### config.mk
export PLATFORM = sky130hd
export DESIGN_NAME = trimmed_mean_level_tracker_flat
export DESIGN_NICKNAME = d
export VERILOG_FILES = /design/src/hdl/tml_pkg.sv /design/src/hdl/tml_if.sv /design/src/hdl/tml_apb_regs.sv /design/src/hdl/tml_trim_stage.sv /design/src/hdl/tml_tracker.sv /design/src/hdl/trimmed_mean_level_tracker.sv /design/src/flat_wrapper.sv
export SDC_FILE = /design/constraint.sdc
export NUM_CORES = 1
export LEC_CHECK = 0
export BUFFER_PORTS_ARGS = -buffer_cell sky130_fd_sc_hd__buf_2
export CORE_ASPECT_RATIO = 0.5
export CORE_MARGIN = 8
export CORE_UTILIZATION = 39
export DETAILED_ROUTE_END_ITERATION = 8
export GPL_TIMING_DRIVEN = 1
export HOLD_SLACK_MARGIN = 0.03
export MAX_ROUTING_LAYER = met4
export PLACE_DENSITY = 0.62
export SLEW_MARGIN = 0
export SYNTH_ARGS = -nofsm -noshare
export SYNTH_HDL_FRONTEND = slang
export SYNTH_SLANG_ARGS = --single-unit
### constraint.sdc
create_clock -name clk -period 12.2 [get_ports clk]
set_input_delay 0 -clock clk [delete_from_list [all_inputs] [get_ports clk]]
set_output_delay 0 -clock clk [all_outputs]
set_load 0.03 [all_outputs]
### src/hdl/tml_pkg.sv
// Shared types, constants and helper functions for the trimmed-mean level tracker.
package tml_pkg;

    localparam int ADC_W           = 12;
    localparam int LEVEL_W         = 12;
    localparam int DUTY_W          = 10;
    localparam int CNT_W           = 7;
    localparam int EVID_SUM_W      = CNT_W + 1;
    localparam int WEIGHT_W        = 6;
    localparam int SAMPLE_BITS_DEF = 12;
    localparam int STAGE_LEN       = 10;
    localparam int STAGE_CNT_W     = 4;
    localparam int APB_ADDR_W      = 5;
    localparam int APB_DATA_W      = 32;

    localparam logic [LEVEL_W-1:0] LEVEL_OFFSET_RST  = 12'd2048;
    localparam logic [9:0]         DEADBAND_RST      = 10'd20;
    localparam logic [CNT_W-1:0]   TRIGGER_COUNT_RST = 7'd50;
    localparam logic [DUTY_W-1:0]  DUTY_CEILING_RST  = 10'd829;
    localparam logic [DUTY_W-1:0]  JUMP_START_RST    = 10'd810;
    localparam logic [DUTY_W-1:0]  JUMP_TARGET_RST   = 10'd830;

    localparam logic [LEVEL_W-1:0] GAP_LIM_5 = 12'd500;
    localparam logic [LEVEL_W-1:0] GAP_LIM_4 = 12'd400;
    localparam logic [LEVEL_W-1:0] GAP_LIM_3 = 12'd300;
    localparam logic [LEVEL_W-1:0] GAP_LIM_2 = 12'd200;
    localparam logic [LEVEL_W-1:0] GAP_LIM_1 = 12'd100;

    localparam logic [WEIGHT_W-1:0] WEIGHT_5 = 6'd50;
    localparam logic [WEIGHT_W-1:0] WEIGHT_4 = 6'd40;
    localparam logic [WEIGHT_W-1:0] WEIGHT_3 = 6'd30;
    localparam logic [WEIGHT_W-1:0] WEIGHT_2 = 6'd20;
    localparam logic [WEIGHT_W-1:0] WEIGHT_1 = 6'd10;

    localparam logic [CNT_W-1:0] CNT_MAX = {CNT_W{1'b1}};

    typedef enum logic [1:0] {
        MODE_OFF    = 2'd0,
        MODE_STEADY = 2'd1,
        MODE_TRACK  = 2'd2
    } lamp_mode_t;

    typedef enum logic [2:0] {
        REG_LEVEL_OFFSET  = 3'd0,
        REG_DEADBAND      = 3'd1,
        REG_TRIGGER_COUNT = 3'd2,
        REG_DUTY_CEILING  = 3'd3,
        REG_JUMP_START    = 3'd4,
        REG_JUMP_TARGET   = 3'd5
    } reg_index_t;

    typedef struct packed {
        logic [LEVEL_W-1:0] level_offset;
        logic [9:0]         deadband;
        logic [CNT_W-1:0]   trigger_count;
        logic [DUTY_W-1:0]  duty_ceiling;
        logic [DUTY_W-1:0]  jump_start;
        logic [DUTY_W-1:0]  jump_target;
    } tml_cfg_t;

    // Extra evidence added on top of the unit increment, growing with the gap.
    function automatic logic [WEIGHT_W-1:0] gap_weight(input logic [LEVEL_W-1:0] gap);
        logic [WEIGHT_W-1:0] w;
        if (gap > GAP_LIM_5)
            w = WEIGHT_5;
        else if (gap > GAP_LIM_4)
            w = WEIGHT_4;
        else if (gap > GAP_LIM_3)
            w = WEIGHT_3;
        else if (gap > GAP_LIM_2)
            w = WEIGHT_2;
        else if (gap > GAP_LIM_1)
            w = WEIGHT_1;
        else
            w = '0;
        return w;
    endfunction

    function automatic logic [CNT_W-1:0] sat_count(input logic [EVID_SUM_W-1:0] v);
        logic [CNT_W-1:0] r;
        if (v > EVID_SUM_W'(CNT_MAX))
            r = CNT_MAX;
        else
            r = v[CNT_W-1:0];
        return r;
    endfunction

endpackage

### src/hdl/tml_if.sv
// Valid/ready channel interfaces for samples in and tracker results out.
interface tml_in_if;
    logic                       valid;
    logic                       ready;
    logic [tml_pkg::ADC_W-1:0]  adc_sample;
    logic                       tick;
    logic [1:0]                 lamp_mode;

    modport source (output valid, output adc_sample, output tick, output lamp_mode,
                    input ready);
    modport sink (input valid, input adc_sample, input tick, input lamp_mode,
                  output ready);
endinterface

interface tml_out_if;
    logic                         valid;
    logic                         ready;
    logic [tml_pkg::DUTY_W-1:0]   duty;
    logic [tml_pkg::LEVEL_W-1:0]  filtered_level;
    logic                         level_updated;

    modport source (output valid, output duty, output filtered_level,
                    output level_updated, input ready);
    modport sink (input valid, input duty, input filtered_level,
                  input level_updated, output ready);
endinterface

### src/hdl/tml_apb_regs.sv
// APB configuration register bank for the tracker.
module tml_apb_regs (
    input  logic                            clk,
    input  logic                            rst_n,
    input  logic                            psel,
    input  logic                            penable,
    input  logic                            pwrite,
    input  logic [tml_pkg::APB_ADDR_W-1:0]  paddr,
    input  logic [tml_pkg::APB_DATA_W-1:0]  pwdata,
    output logic [tml_pkg::APB_DATA_W-1:0]  prdata,
    output logic                            pready,
    output tml_pkg::tml_cfg_t               cfg
);
    import tml_pkg::*;

    tml_cfg_t   cfg_reg;
    tml_cfg_t   cfg_next;
    reg_index_t idx;
    logic       wr_en;

    assign idx    = reg_index_t'(paddr[APB_ADDR_W-1:2]);
    assign wr_en  = psel && penable && pwrite;
    assign pready = 1'b1;
    assign cfg    = cfg_reg;

    always_comb
    begin
        cfg_next = cfg_reg;
        if (wr_en)
        begin
            unique case (idx)
                REG_LEVEL_OFFSET:  cfg_next.level_offset  = pwdata[LEVEL_W-1:0];
                REG_DEADBAND:      cfg_next.deadband      = pwdata[9:0];
                REG_TRIGGER_COUNT: cfg_next.trigger_count = pwdata[CNT_W-1:0];
                REG_DUTY_CEILING:  cfg_next.duty_ceiling  = pwdata[DUTY_W-1:0];
                REG_JUMP_START:    cfg_next.jump_start    = pwdata[DUTY_W-1:0];
                REG_JUMP_TARGET:   cfg_next.jump_target   = pwdata[DUTY_W-1:0];
                default:           cfg_next = cfg_reg;
            endcase
        end
    end

    always_comb
    begin
        unique case (idx)
            REG_LEVEL_OFFSET:  prdata = APB_DATA_W'(cfg_reg.level_offset);
            REG_DEADBAND:      prdata = APB_DATA_W'(cfg_reg.deadband);
            REG_TRIGGER_COUNT: prdata = APB_DATA_W'(cfg_reg.trigger_count);
            REG_DUTY_CEILING:  prdata = APB_DATA_W'(cfg_reg.duty_ceiling);
            REG_JUMP_START:    prdata = APB_DATA_W'(cfg_reg.jump_start);
            REG_JUMP_TARGET:   prdata = APB_DATA_W'(cfg_reg.jump_target);
            default:           prdata = '0;
        endcase
    end

    always_ff @(posedge clk or negedge rst_n)
    begin
        if (!rst_n)
        begin
            cfg_reg.level_offset  <= LEVEL_OFFSET_RST;
            cfg_reg.deadband      <= DEADBAND_RST;
            cfg_reg.trigger_count <= TRIGGER_COUNT_RST;
            cfg_reg.duty_ceiling  <= DUTY_CEILING_RST;
            cfg_reg.jump_start    <= JUMP_START_RST;
            cfg_reg.jump_target   <= JUMP_TARGET_RST;
        end
        else
        begin
            cfg_reg <= cfg_next;
        end
    end

endmodule

### src/hdl/tml_trim_stage.sv
// One trimmed-mean stage: gathers ten values, drops max and min, averages eight.
module tml_trim_stage #(
    parameter int SB = tml_pkg::SAMPLE_BITS_DEF
) (
    input  logic          clk,
    input  logic          rst_n,
    input  logic          feed,
    input  logic [SB-1:0] value,
    output logic          done,
    output logic [SB-1:0] mean
);
    import tml_pkg::*;

    localparam int SUM_W = SB + 4;

    logic [STAGE_CNT_W-1:0] cnt_reg;
    logic [STAGE_CNT_W-1:0] cnt_next;
    logic [SB-1:0]          max_reg;
    logic [SB-1:0]          max_next;
    logic [SB-1:0]          min_reg;
    logic [SB-1:0]          min_next;
    logic [SUM_W-1:0]       sum_reg;
    logic [SUM_W-1:0]       sum_next;
    logic [SUM_W-1:0]       trimmed;

    // The minimum starts at all ones, so the first value always replaces it.
    assign max_next = (value >= max_reg) ? value : max_reg;
    assign min_next = (value <= min_reg) ? value : min_reg;
    assign sum_next = sum_reg + SUM_W'(value);
    assign cnt_next = cnt_reg + STAGE_CNT_W'(1);
    assign done     = (cnt_next >= STAGE_CNT_W'(STAGE_LEN));
    assign trimmed  = sum_next - SUM_W'(max_next) - SUM_W'(min_next);
    assign mean     = trimmed[SB+2:3];

    always_ff @(posedge clk or negedge rst_n)
    begin
        if (!rst_n)
        begin
            cnt_reg <= '0;
            max_reg <= '0;
            min_reg <= '1;
            sum_reg <= '0;
        end
        else if (feed)
        begin
            if (done)
            begin
                cnt_reg <= '0;
                max_reg <= '0;
                min_reg <= '1;
                sum_reg <= '0;
            end
            else
            begin
                cnt_reg <= cnt_next;
                max_reg <= max_next;
                min_reg <= min_next;
                sum_reg <= sum_next;
            end
        end
    end

endmodule

### src/hdl/tml_tracker.sv
// Duty tracker: tick bookkeeping, evidence counters and duty stepping.
module tml_tracker (
    input  logic                          clk,
    input  logic                          rst_n,
    input  logic                          step,
    input  logic                          tick,
    input  logic [1:0]                    mode,
    input  logic [tml_pkg::LEVEL_W-1:0]   level,
    input  tml_pkg::tml_cfg_t             cfg,
    output logic [tml_pkg::DUTY_W-1:0]    duty_next
);
    import tml_pkg::*;

    logic [DUTY_W-1:0]     duty_reg;
    logic [DUTY_W-1:0]     duty_n;
    logic [CNT_W-1:0]      up_reg;
    logic [CNT_W-1:0]      up_next;
    logic [CNT_W-1:0]      dn_reg;
    logic [CNT_W-1:0]      dn_next;
    logic                  pending_reg;
    logic                  pending_next;
    logic                  pend;
    logic                  track;
    logic [LEVEL_W-1:0]    diff;
    logic [LEVEL_W-2:0]    target;
    logic [LEVEL_W-1:0]    tgt_w;
    logic [LEVEL_W-1:0]    db_w;
    logic [LEVEL_W-1:0]    duty_w;
    logic                  go_up;
    logic                  go_dn;
    logic [EVID_SUM_W-1:0] up_sum;
    logic [EVID_SUM_W-1:0] dn_sum;

    assign diff   = level - cfg.level_offset;
    assign target = (level >= cfg.level_offset) ? diff[LEVEL_W-1:1] : '0;
    assign tgt_w  = LEVEL_W'(target);
    assign db_w   = LEVEL_W'(cfg.deadband);
    assign duty_w = LEVEL_W'(duty_reg);
    assign go_up  = tgt_w > (duty_w + db_w);
    assign go_dn  = duty_w > (tgt_w + db_w);
    assign up_sum = EVID_SUM_W'(up_reg) + EVID_SUM_W'(1)
                    + EVID_SUM_W'(gap_weight(tgt_w - duty_w));
    assign dn_sum = EVID_SUM_W'(dn_reg) + EVID_SUM_W'(1)
                    + EVID_SUM_W'(gap_weight(duty_w - tgt_w));

    assign pend      = pending_reg | tick;
    assign track     = (mode == MODE_TRACK) && pend;
    assign duty_next = duty_n;

    always_comb
    begin
        duty_n       = duty_reg;
        up_next      = up_reg;
        dn_next      = dn_reg;
        pending_next = pend;
        if (mode == MODE_OFF)
        begin
            duty_n = '0;
        end
        else if (track)
        begin
            pending_next = 1'b0;
            if (tgt_w < db_w)
            begin
                // A low target sets dn_reg to the trigger count, one short of a down step.
                dn_next = cfg.trigger_count;
            end
            else
            begin
                if (go_up)
                begin
                    up_next = sat_count(up_sum);
                    dn_next = '0;
                end
                else if (go_dn)
                begin
                    dn_next = sat_count(dn_sum);
                    up_next = '0;
                end
                else
                begin
                    up_next = '0;
                    dn_next = '0;
                end

                if ((up_next > cfg.trigger_count) || (dn_next > cfg.trigger_count))
                begin
                    if ((up_next > cfg.trigger_count) && (duty_reg < cfg.duty_ceiling))
                    begin
                        duty_n = duty_reg + DUTY_W'(1);
                        if (duty_n > cfg.jump_start)
                            duty_n = cfg.jump_target;
                    end
                    if ((dn_next > cfg.trigger_count) && (duty_n != '0))
                        duty_n = duty_n - DUTY_W'(1);
                    up_next = '0;
                    dn_next = '0;
                end
            end
        end
    end

    always_ff @(posedge clk or negedge rst_n)
    begin
        if (!rst_n)
        begin
            duty_reg    <= '0;
            up_reg      <= '0;
            dn_reg      <= '0;
            pending_reg <= 1'b0;
        end
        else if (step)
        begin
            duty_reg    <= duty_n;
            up_reg      <= up_next;
            dn_reg      <= dn_next;
            pending_reg <= pending_next;
        end
    end

endmodule

### src/hdl/trimmed_mean_level_tracker.sv
// Top level of the trimmed-mean level tracker: pipeline, filter stages and tracker.
// The tracker takes one sample per clock cycle while the output side does not
// stall and gives one result per sample. The first filter stage updates as the
// sample is taken, the second stage and the level register as it moves from the
// p1 to the p2 register, and the duty tracker as it moves from p2 into the output
// register. The whole pipeline moves only while the output register is empty or
// being taken, so a stalled result holds every later sample in place and the
// input ready drops only then. Configuration goes through the APB port and
// should only be written while no sample is in flight.
module trimmed_mean_level_tracker #(
    parameter int SAMPLE_BITS = tml_pkg::SAMPLE_BITS_DEF
) (
    input  logic                            clk,
    input  logic                            rst_n,
    tml_in_if.sink                          sample_in,
    tml_out_if.source                       result_out,
    input  logic                            psel,
    input  logic                            penable,
    input  logic                            pwrite,
    input  logic [tml_pkg::APB_ADDR_W-1:0]  paddr,
    input  logic [tml_pkg::APB_DATA_W-1:0]  pwdata,
    output logic [tml_pkg::APB_DATA_W-1:0]  prdata,
    output logic                            pready
);
    import tml_pkg::*;

    tml_cfg_t           cfg;
    logic               adv;
    logic               acc;

    logic               s1_done;
    logic [SAMPLE_BITS-1:0] s1_mean;
    logic               s2_feed;
    logic               s2_done;
    logic [SAMPLE_BITS-1:0] s2_mean;

    logic               p1_valid_reg;
    logic               p1_done_reg;
    logic [SAMPLE_BITS-1:0] p1_mid_reg;
    logic               p1_tick_reg;
    logic [1:0]         p1_mode_reg;

    logic               p2_valid_reg;
    logic               p2_updated_reg;
    logic               p2_tick_reg;
    logic [1:0]         p2_mode_reg;

    logic [SAMPLE_BITS-1:0] level_reg;

    logic               out_valid_reg;
    logic [DUTY_W-1:0]  out_duty_reg;
    logic [LEVEL_W-1:0] out_level_reg;
    logic               out_updated_reg;
    logic [DUTY_W-1:0]  duty_next;
    logic               trk_step;

    assign adv             = !out_valid_reg || result_out.ready;
    assign acc             = sample_in.valid && adv;
    assign sample_in.ready = adv;
    assign s2_feed         = adv && p1_valid_reg && p1_done_reg;
    assign trk_step        = adv && p2_valid_reg;

    assign result_out.valid          = out_valid_reg;
    assign result_out.duty           = out_duty_reg;
    assign result_out.filtered_level = out_level_reg;
    assign result_out.level_updated  = out_updated_reg;

    tml_apb_regs u_regs (
        .clk     (clk),
        .rst_n   (rst_n),
        .psel    (psel),
        .penable (penable),
        .pwrite  (pwrite),
        .paddr   (paddr),
        .pwdata  (pwdata),
        .prdata  (prdata),
        .pready  (pready),
        .cfg     (cfg)
    );

    tml_trim_stage #(.SB(SAMPLE_BITS)) u_stage1 (
        .clk   (clk),
        .rst_n (rst_n),
        .feed  (acc),
        .value (sample_in.adc_sample[SAMPLE_BITS-1:0]),
        .done  (s1_done),
        .mean  (s1_mean)
    );

    tml_trim_stage #(.SB(SAMPLE_BITS)) u_stage2 (
        .clk   (clk),
        .rst_n (rst_n),
        .feed  (s2_feed),
        .value (p1_mid_reg),
        .done  (s2_done),
        .mean  (s2_mean)
    );

    // The tracker reads level_reg while its sample is in the second register;
    // a later sample can change the level only at that same edge.
    tml_tracker u_tracker (
        .clk       (clk),
        .rst_n     (rst_n),
        .step      (trk_step),
        .tick      (p2_tick_reg),
        .mode      (p2_mode_reg),
        .level     (LEVEL_W'(level_reg)),
        .cfg       (cfg),
        .duty_next (duty_next)
    );

    always_ff @(posedge clk or negedge rst_n)
    begin
        if (!rst_n)
        begin
            p1_valid_reg  <= 1'b0;
            p2_valid_reg  <= 1'b0;
            out_valid_reg <= 1'b0;
            level_reg     <= '0;
        end
        else
        begin
            if (adv)
            begin
                p1_valid_reg  <= acc;
                p2_valid_reg  <= p1_valid_reg;
                out_valid_reg <= p2_valid_reg;
            end
            if (s2_feed && s2_done)
                level_reg <= s2_mean;
        end
    end

    always_ff @(posedge clk)
    begin
        if (adv)
        begin
            p1_done_reg     <= s1_done;
            p1_mid_reg      <= s1_mean;
            p1_tick_reg     <= sample_in.tick;
            p1_mode_reg     <= sample_in.lamp_mode;
            p2_updated_reg  <= p1_done_reg && s2_done;
            p2_tick_reg     <= p1_tick_reg;
            p2_mode_reg     <= p1_mode_reg;
            out_duty_reg    <= duty_next;
            out_level_reg   <= LEVEL_W'(level_reg);
            out_updated_reg <= p2_updated_reg;
        end
    end

endmodule

### src/flat_wrapper.sv
// flat-port wrapper written by rule: the top's interface ports become plain ports
module trimmed_mean_level_tracker_flat import tml_pkg::*;
#(
    parameter int SAMPLE_BITS = tml_pkg::SAMPLE_BITS_DEF
)
  (clk, rst_n, psel, penable, pwrite, paddr, pwdata, prdata, pready, sample_in_valid, sample_in_adc_sample, sample_in_tick, sample_in_lamp_mode, sample_in_ready, result_out_valid, result_out_duty, result_out_filtered_level, result_out_level_updated, result_out_ready);
  tml_in_if sample_in_i ();
  tml_out_if result_out_i ();
  input  logic clk;
  input  logic rst_n;
  input  logic psel;
  input  logic penable;
  input  logic pwrite;
  input  logic [tml_pkg::APB_ADDR_W-1:0] paddr;
  input  logic [tml_pkg::APB_DATA_W-1:0] pwdata;
  output logic [tml_pkg::APB_DATA_W-1:0] prdata;
  output logic pready;
  input wire logic [$bits(sample_in_i.valid)-1:0] sample_in_valid;
  input wire logic [$bits(sample_in_i.adc_sample)-1:0] sample_in_adc_sample;
  input wire logic [$bits(sample_in_i.tick)-1:0] sample_in_tick;
  input wire logic [$bits(sample_in_i.lamp_mode)-1:0] sample_in_lamp_mode;
  output wire logic [$bits(sample_in_i.ready)-1:0] sample_in_ready;
  output wire logic [$bits(result_out_i.valid)-1:0] result_out_valid;
  output wire logic [$bits(result_out_i.duty)-1:0] result_out_duty;
  output wire logic [$bits(result_out_i.filtered_level)-1:0] result_out_filtered_level;
  output wire logic [$bits(result_out_i.level_updated)-1:0] result_out_level_updated;
  input wire logic [$bits(result_out_i.ready)-1:0] result_out_ready;
  assign sample_in_i.valid = sample_in_valid;
  assign sample_in_i.adc_sample = sample_in_adc_sample;
  assign sample_in_i.tick = sample_in_tick;
  assign sample_in_i.lamp_mode = sample_in_lamp_mode;
  assign sample_in_ready = sample_in_i.ready;
  assign result_out_valid = result_out_i.valid;
  assign result_out_duty = result_out_i.duty;
  assign result_out_filtered_level = result_out_i.filtered_level;
  assign result_out_level_updated = result_out_i.level_updated;
  assign result_out_i.ready = result_out_ready;
  trimmed_mean_level_tracker #(.SAMPLE_BITS(SAMPLE_BITS)) u_core (.clk(clk), .rst_n(rst_n), .sample_in(sample_in_i), .result_out(result_out_i), .psel(psel), .penable(penable), .pwrite(pwrite), .paddr(paddr), .pwdata(pwdata), .prdata(prdata), .pready(pready));
endmodule
======== Yosys cells after proc, flatten, opt, wreduce, memory -nomap -nowiden ========
Index checks and enable logic that the tools add are counted.
operators by class
  $add $sub $neg .......................... 19
  order comparisons ....................... 26
  eq/ne operators ......................... 6
  muxes and demuxes ....................... 51
  bitwise logic cells ..................... 3
  reduce and logical (&&, ||, !) cells .... 25
operators with widths
  operator             count
  $mux 10              11
  $mux 7               14
  $mux 12              8
  $gt 12x9->1 const B  6
  $pmux 12 s6          1
  $sub 15x12->15       4
  $ge 12x12->1         3
  $add 16x12->16       2
  $mux 16              2
  $gt 12x7->1 const B  2
  $gt 12x8->1 const B  2
  $le 12x12->1         2
  $mux 6               4
  $mux 5               4
  $add 7x1->8 const B  2
  $add 8x6->8          2
  $gt 8x7->1 const B   2
  $mux 4               4
  $gt 7x7->1           2
  $add 11x10->12       1
  $gt 10x12->1         1
  $reduce_and 2->1     6
  $sub 10x11->12       1
  $sub 11x10->12       1
  26 further kinds     43
word-level totals
  flip-flop bits (word level) ............. 230
  input port bits ......................... 59
  output and inout bits ................... 58
  logic and storage cells ................. 162

======== Logic depth before layout (Yosys ltp) ========
Gate-level depths: netlist of the first run.
  depth in word-level cells ............... 30
  gate-level depth with buffers ........... 47

======== Cells and area by module ========
From an unflattened synthesis of the first run, not the netlist that was laid out.
unflattened totals
  cell total of the unflattened synthesis .. 2092
  area, all modules ....................... 19672.6 um2
modules (own cells, without submodules)
  module                             times used  cells each  area each (um2)  sequential area each (um2)
  tml_tracker                        1           907         6804.0           625.6
  tml_trim_stage at u_core.u_stage1  1           456         4087.7           1091.0
  tml_trim_stage at u_core.u_stage2  1           423         3824.9           1091.0
  tml_apb_regs                       1           225         3016.6           1507.7
  trimmed_mean_level_tracker         1           81          1939.4           1666.6

======== Least setup slack after synthesis of the first run ========
OpenSTA, ideal clock, no wires.
  path type ............................... register to register
  start ................................... reg u_core.level_reg[0]
  end ..................................... reg u_core.out_duty_reg[1] (netlist: u_core.result_out.duty[1]), data pin
  library setup time ...................... 0.146 ns
  data arrival time ....................... 8.275 ns
  required time ........................... 12.054 ns
  path slack .............................. 3.779 ns
  cell stages (with the launch flop) ...... 44
  path through ............................ dfrtp_1 inv_1 ha_1 fa_1 and2b_4 o22ai_4 a211o_1 buf_6 a31oi_4 inv_1 ha_1 clkbuf_1 nand3b_1 nand2b_1 nand2_1 nand4_1 a31oi_1 xnor2_1 [8 not listed] a21oi_1 nor2b_1 nor2_1 nor2b_1 o21ai_0 inv_1 ha_1 nor2b_1 o21ai_1 a21oi_1 o31ai_1 nor2_1 mux2i_1 ha_1 nand2_1 o31a_1 mux2_1 a21oi_1
on the way
  word-level cells in the longest chain between the ends .. 30
  elaborated cells on any way between the ends .. 61
  those cells by class .................... add/sub: 7; order compare: 18; mux: 32; reduce/logical: 4
RTL lines
  what                                                                     line                                  RTL
  start: declaration                                                       trimmed_mean_level_tracker.sv:48      logic [SAMPLE_BITS-1:0] level_reg;
  start signal: assignment                                                 trimmed_mean_level_tracker.sv:130     level_reg <= s2_mean;
  $sub 12x12->12 / $ge 12x12->1 (equally long branches)                    tml_tracker.sv:34, tml_tracker.sv:35
  $mux 11 (*)                                                              tml_tracker.sv:35                     assign target = (level >= cfg.level_offset) ? diff[LEVEL_W-1:1] : '0;
  parallel branches: the longest is 25 deep, another holds $sub 11x10->12  --
  $mux 10 (*)                                                              tml_tracker.sv:63                     if (tgt_w < db_w)
  $mux 10 (*)                                                              tml_tracker.sv:60                     else if (track)
  $mux 10 (*)                                                              tml_tracker.sv:56                     if (mode == MODE_OFF)
  net u_core.duty_next[1]                                                  trimmed_mean_level_tracker.sv:54      logic [DUTY_W-1:0] duty_next;
  end signal: assignment                                                   trimmed_mean_level_tracker.sv:145     out_duty_reg <= duty_next;
  end: declaration                                                         trimmed_mean_level_tracker.sv:51      logic [DUTY_W-1:0] out_duty_reg;
Mark *: on every way through the listed nets, which the timed path passes. The select of a mux whose other input is x is not followed.
A chain may end at the register's enable or synchronous reset.

======== Worst setup path after layout of the first run ========
  start ................................... reg u_core.u_regs.cfg_reg (netlist bit u_core.u_regs.cfg[47])
  end ..................................... reg u_core.out_duty_reg[1] (netlist: u_core.result_out.duty[1]), data pin
on the way
  word-level cells in the longest chain between the ends .. 30
  elaborated cells on any way between the ends .. 61
  those cells by class .................... add/sub: 7; order compare: 18; mux: 32; reduce/logical: 4
RTL lines
  what                                                                     line                                  RTL
  start: declaration                                                       tml_apb_regs.sv:16                    tml_cfg_t cfg_reg;
  start signal: assignment                                                 tml_apb_regs.sv:69                    cfg_reg <= cfg_next;
  $sub 12x12->12 / $ge 12x12->1 (equally long branches)                    tml_tracker.sv:34, tml_tracker.sv:35
  $mux 11 (*)                                                              tml_tracker.sv:35
  parallel branches: the longest is 25 deep, another holds $sub 11x10->12  --
  $mux 10 (*)                                                              tml_tracker.sv:63
  $mux 10 (*)                                                              tml_tracker.sv:60
  $mux 10 (*)                                                              tml_tracker.sv:56
  net u_core.duty_next[1]                                                  trimmed_mean_level_tracker.sv:54
Marked as above.

==> results of run 1 <==
[power breakdown]
part,total (mW),switching [mW],internal (mW)
Sequential,1.36,0.216,1.14
Combinational,4.93,2.84,2.10
Clock,0.893,0.352,0.541
Total,7.18,3.40,3.78
[critical path, delay by kind of cell, from the launching register on]
family | cells | cell delay, ns
muxes | 2 | 0.70
xor gates and xnor gates | 1 | 0.21
and+or+nand+nor | 14 | 3.03
DFF | 1 | 0.42
AOI/OAI and AO/OA | 15 | 3.13
buffers and inverters | 4 | 0.53
adders and majority gates | 6 | 1.86
[metal layers]
metal	track usage, %	vias up
met2	30.6	354
met4	4.30	0
met1	24.6	7600
met3	1.92	84
li1	-	7704
met5	-	-
[cell usage after synthesis (all sizes together), types with 42 or more instances]
cell and count:
ha 225, inv 194, dfrtp 136, o21ai 169, clkbuf 54, edfxtp 43
a21oi 115, nand2 148, nor3 42, mux2 43, mux2i 64, dfstp 49
a21o 44, xnor2 68, nor2 116
[worst max-delay path by stage]
| stage | start | endpoint | slack (ns) | cells past startpoint |
|---|---|---|---|---|
| after floorplan | u_core.level_reg[0] | u_core.result_out.duty[1] | 3.78 | 43 |
| after global placement | u_core.u_regs.cfg[47] | u_core.result_out.duty[9] | 2.42 | 35 |
| after detailed placement | u_core.u_regs.cfg[47] | u_core.result_out.duty[1] | 2.32 | 42 |
| after CTS | u_core.u_regs.cfg[47] | u_core.result_out.duty[1] | 2.28 | 42 |
| after global routing | u_core.u_regs.cfg[47] | u_core.result_out.duty[3] | 1.43 | 42 |
| final | u_core.u_regs.cfg[47] | u_core.result_out.duty[1] | 2.13 | 42 |
[layout make-up]
| cell class | instances | area, sq um | share of cell area [%] |
|---|---|---|---|
| multi-input cells | 1586 | 12100 | 56.5 |
| clock inverters | 21 | 312 | 1.45 |
| repair buffers | 122 | 835 | 3.89 |
| flip-flops and latches | 228 | 5980 | 27.9 |
| well taps | 649 | 812 | 3.79 |
| clock buffers | 27 | 654 | 3.05 |
| inverters | 196 | 741 | 3.45 |
[timing repair]
action | in CTS | in global routing
hold buffers | 30 | 0
gates resized for setup | 0 | 0
hold endpoints to repair | 148 | 0
[cells by family (layout without fill, tap and decap cells)]
group | after synthesis | count (layout)
mux | 109 | 109
simple gates | 507 | 507
fa+ha+maj | 252 | 252
flops | 228 | 228
compound gates | 600 | 600
xor+xnor | 97 | 97
buf+inv | 289 | 366
other cells | 2 | 21
==> results.tsv, run 1 <==
metric	value	unit
skew final	0.0149	ns
Final Power	7.18	mW
Max stage delay on crit path	0.51	ns
largest net degree at the start of global routing	71	
Final Non-Filler Cells	2829	
fmax	99.3	MHz
GRT Util Overall	18.6	%
YS warnings	0	
Congestion Overflow GR	0	
I/O Buffers	73	
commonest non-fill, non-tap cells in the layout	ha_1, inv_1, o21ai_0, nand2_1, dfrtp_1	
Pre-antenna DRT Iters	6	
final design utilization	44.2	%
initial antenna violation count	0	
Post-synth top flop	dfrtp_1	
Unique masters post-synth	107	
fillers	4670	
worst-path fanout max	13	
WS Path Type	register to register	
Worst setup EP type	register	
vias in the first global route	15200	
Max Used Layer	met4	
asr flop ratio synth	81.1	%
Longest Clk Path Bufs	3	
antenna viol nets, final	0	
Mapped Cells	2084	
Post-Synth Simple-Gate Area	13.0	%
worst slew pin tran	1.18	ns
final setup margin	2.13	ns
Ant. Diodes	0	
CP most frequent cell	ha_1	
Hold WS	0.0861	ns
Synth top area share	17.7	%
Ports	117	
Peak VDD IR	292	uV
Largest register FFs	59	
Worst EP required	12.61	ns
Clk Latency, worst-skew pair	0.57	ns
final net count	2470	
max-slew violations	0	
top post-synthesis cells by area	dfrtp_1, ha_1, edfxtp_1	
leak pwr	9.89	nW
Initial Util	39.5	%
CP Data Arrival Time	10.48	ns
Setup WS pre-CTS	2.32	ns
Worst R2R Start	u_core.u_regs.cfg[47]	
met3 routed WL	2120	um
placed instance count	2751	
CTS clk-pin slew, worst paths	0.07	ns
# DRC	0	
status	finished clean	
reg2reg end	u_core.result_out.duty[1]	
Num CTS Buffers	26	
Layout area overhead	11.8	%
layout cells sized above 1	13.1	%
FP Rows	57	
Final period util	82.5	%
htree depth	1	
main combinational cell family by area after synthesis	compound AO/OA/AOI/OAI gates	
RSZ-0062 raised after global routing	false	
vias	15700	
global placer's final weighted congestion	0.968	
drt wl/cell	18.8	um
most common cell after layout, fill and taps aside	ha_1	
slowest CP cell	a31oi_1	
Worst setup SP type	register	
Post-synth EDFFs	43	
final setup fails	0	
Sinks on Clock Net	228	
fraction of the mapped netlist area in adder cells	17.4	%
HP Class	input port to asynchronous set/reset pin	
die width	330	um
Synth Area in Compound Gates	21.5	%
slew margin rel.	21.5	%
Area after DPL	0.0202	sq mm
Hold Violations, Final	0	
post-DP HPWL	39600	um
core box area	0.0486	sq mm
post-synthesis mux area share	6.10	%
reg-to-reg slack, setup	2.13	ns
XOR/XNOR Fraction of Synth Area	4.47	%
DRT Wirelength	53100	um
Cell Area, Synth	0.0192	sq mm
Setup Fix Bufs, Post-CTS	0	
final period demand of the worst path	10.07	ns
Die Area	0.0570	sq mm
Seq/Total Area, Yosys	31.2	%
metal1 wirelength	24600	um
Yosys reg bits	228	
clock root buffer	clkbuf_16	
max-cap violations	0	
Power Density	335	mW/mm^2
sum of negative setup slack	0	ns
WL met2	25100	um
final instance area	0.0215	sq mm
post-synth top area cell	dfrtp_1	
syn_area_per_cell	9.21	sq um
die height	173	um
CTS tree	yes	
first-pass GRT wire length	84400	um
DR iter-0 viols	1102	
worst reg-to-reg path cell count	42	
Via density	5.56	
Power figures use the tool's default switching activity.
==> run 2: changes to the inputs <==
==> constraint.sdc (replaced) <==
create_clock -name clk -period 10.49 [get_ports clk]
set_input_delay 0 -clock clk [delete_from_list [all_inputs] [get_ports clk]]
set_output_delay 0 -clock clk [all_outputs]
set_load 0.03 [all_outputs]
==> results.tsv, run 2 (same netlist as run 1, synthesis figures left out) <==
metric	value	unit
Initial Util	39.5	%
final period demand of the worst path	9.80	ns
Via density	5.51	
die width	330	um
Sinks on Clock Net	228	
slew margin rel.	34.0	%
Longest Clk Path Bufs	3	
Worst EP required	10.85	ns
core box area	0.0486	sq mm
Min-Delay Path Depth	5	
Worst setup EP type	register	
register share of total power	19.3	%
worst-path fanout max	21	
max-slew violations	0	
Power Density	384	mW/mm^2
die height	173	um
HP Class	input port to register	
Max stage delay on crit path	0.51	ns
final net count	2476	
WS Path Type	register to register	
Layout area overhead	11.0	%
largest net degree at the start of global routing	116	
skew final	0.0133	ns
leak pwr	9.85	nW
Net Switching	3.93	mW
DR iter-0 viols	1140	
fillers	4719	
final setup fails	0	
final instance area	0.0213	sq mm
# DRC	0	
Setup Fix Bufs, Post-CTS	0	
initial antenna violation count	0	
area of the multi-input gates	0.0121	sq mm
first-pass GRT wire length	83400	um
status	finished clean	
drt wl/cell	18.3	um
Hold WS	0.134	ns
DRT Wirelength	52000	um
htree depth	1	
final design utilization	43.9	%
vias in the first global route	15300	
Worst setup SP type	register	
most common cell after layout, fill and taps aside	ha_1	
Die Area	0.0570	sq mm
Clk network pwr share	10.5	%
slowest CP cell	o41ai_1	
Ant. Diodes	0	
Congestion Overflow GR	0	
GRT Util Overall	18.3	%
CTS tree	yes	
global placer's final weighted congestion	0.944	
worst reg-to-reg path cell count	37	
FP Rows	57	
Final period util	93.4	%
P_int	4.25	mW
clock root buffer	clkbuf_16	
antenna viol nets, final	0	
Largest register FFs	59	
Seq. cell area	0.00598	sq mm
switching share of power	48.0	%
I/O Buffers	73	
fmax	102	MHz
Peak VDD IR	330	uV
commonest non-fill, non-tap cells in the layout	ha_1, inv_1, o21ai_0, nand2_1, dfrtp_1	
sum of negative setup slack	0	ns
vias	15600	
layout cells sized above 1	13.1	%
Pre-antenna DRT Iters	5	
Area after DPL	0.0202	sq mm
RSZ-0062 raised after global routing	false	
worst slew pin tran	0.979	ns
Ports	117	
Clk Latency, worst-skew pair	0.56	ns
Comb pwr share	70.2	%
Final Non-Filler Cells	2835	
CTS clk-pin slew, worst paths	0.06	ns
CP Data Arrival Time	10.16	ns
max-cap violations	0	
Num CTS Buffers	26	
Hold Violations, Final	0	
placed instance count	2758	
post-DP HPWL	39400	um
==> run 2: cell types whose count changed in the layout (fill, tap and decap cells not counted), sizes merged <==
cell      before  now
inv          194  195
clkbuf        28   36
buf           92   98
clkinv         9   14
clkinvlp       7    0
bufinv         7    0
==> run 2: final timing paths <==
kind                                       startpoint                      endpoint  slack [ns]
worst min-delay path                          penable         u_core.u_regs.cfg[58]        0.13
min in group asynchronous                       rst_n   u_core.u_stage2.sum_reg[10]        0.17
worst min register to register  u_core.p1_mode_reg[1]         u_core.p2_mode_reg[1]        0.42
worst max register to register  u_core.u_regs.cfg[47]     u_core.result_out.duty[9]        0.69
max in group asynchronous                       rst_n  u_core.u_tracker.duty_reg[5]        8.76
worst max-delay path            u_core.u_regs.cfg[47]     u_core.result_out.duty[9]        0.69
==> run 2: metal layers <==
metal  GRT usage [%]  wire length [um]  vias up  share of wire, %
li1                -                 -     7699                 -
met1            24.5             24300     7507                47
met2            29.3             24000      322                46
met3            1.76              2020       87               3.9
met4            5.25              1650        0               3.2
met5               -                 0        -                 0
==> run 2: power by group through the flow <==
stage	clock (mW)	combinational [mW]	sequential (mW)
final	0.862	5.75	1.58
after global routing	0.918	6.49	1.61
after floorplan	0	4.40	1.55
after CTS	0.887	5.77	1.57
after detailed placement	0	5.70	1.59
after global placement	0	5.63	1.58
==> run 2: final cells by class <==
type,instances,area share (%)
multi-input combinational,1586,56.9
inverter,196,3.48
tap,649,3.81
sequential,228,28.1
clock buffer,35,3.35
timing repair buffer,128,4.04
clock inverter,13,0.347
==> run 2: repair_timing <==
| action | in CTS | in global routing |
|---|---|---|
| hold endpoints to repair | 185 | 0 |
| gates resized for setup | 0 | 3 |
| hold buffers | 29 | 0 |
| setup endpoints to repair | 0 | 7 |
==> run 2: critical path: cells and delay by family, from the launching register on <==
kind	cells	cell delay (ns)
flip-flops	1	0.41
AND/OR/NAND/NOR	9	2.29
AO/OA/AOI/OAI	20	4.71
multiplexers	1	0.15
adder cells (fa/ha/maj)	5	1.62
buffers and inverters	2	0.40
==> run 2: through the flow <==
step	worst slack, ns	power, mW
final	0.687	8.19
after global routing	0.0595	9.02
after CTS	0.703	8.23
after detailed placement	0.726	7.29
after global placement	0.935	7.21
after floorplan	2.07	5.95
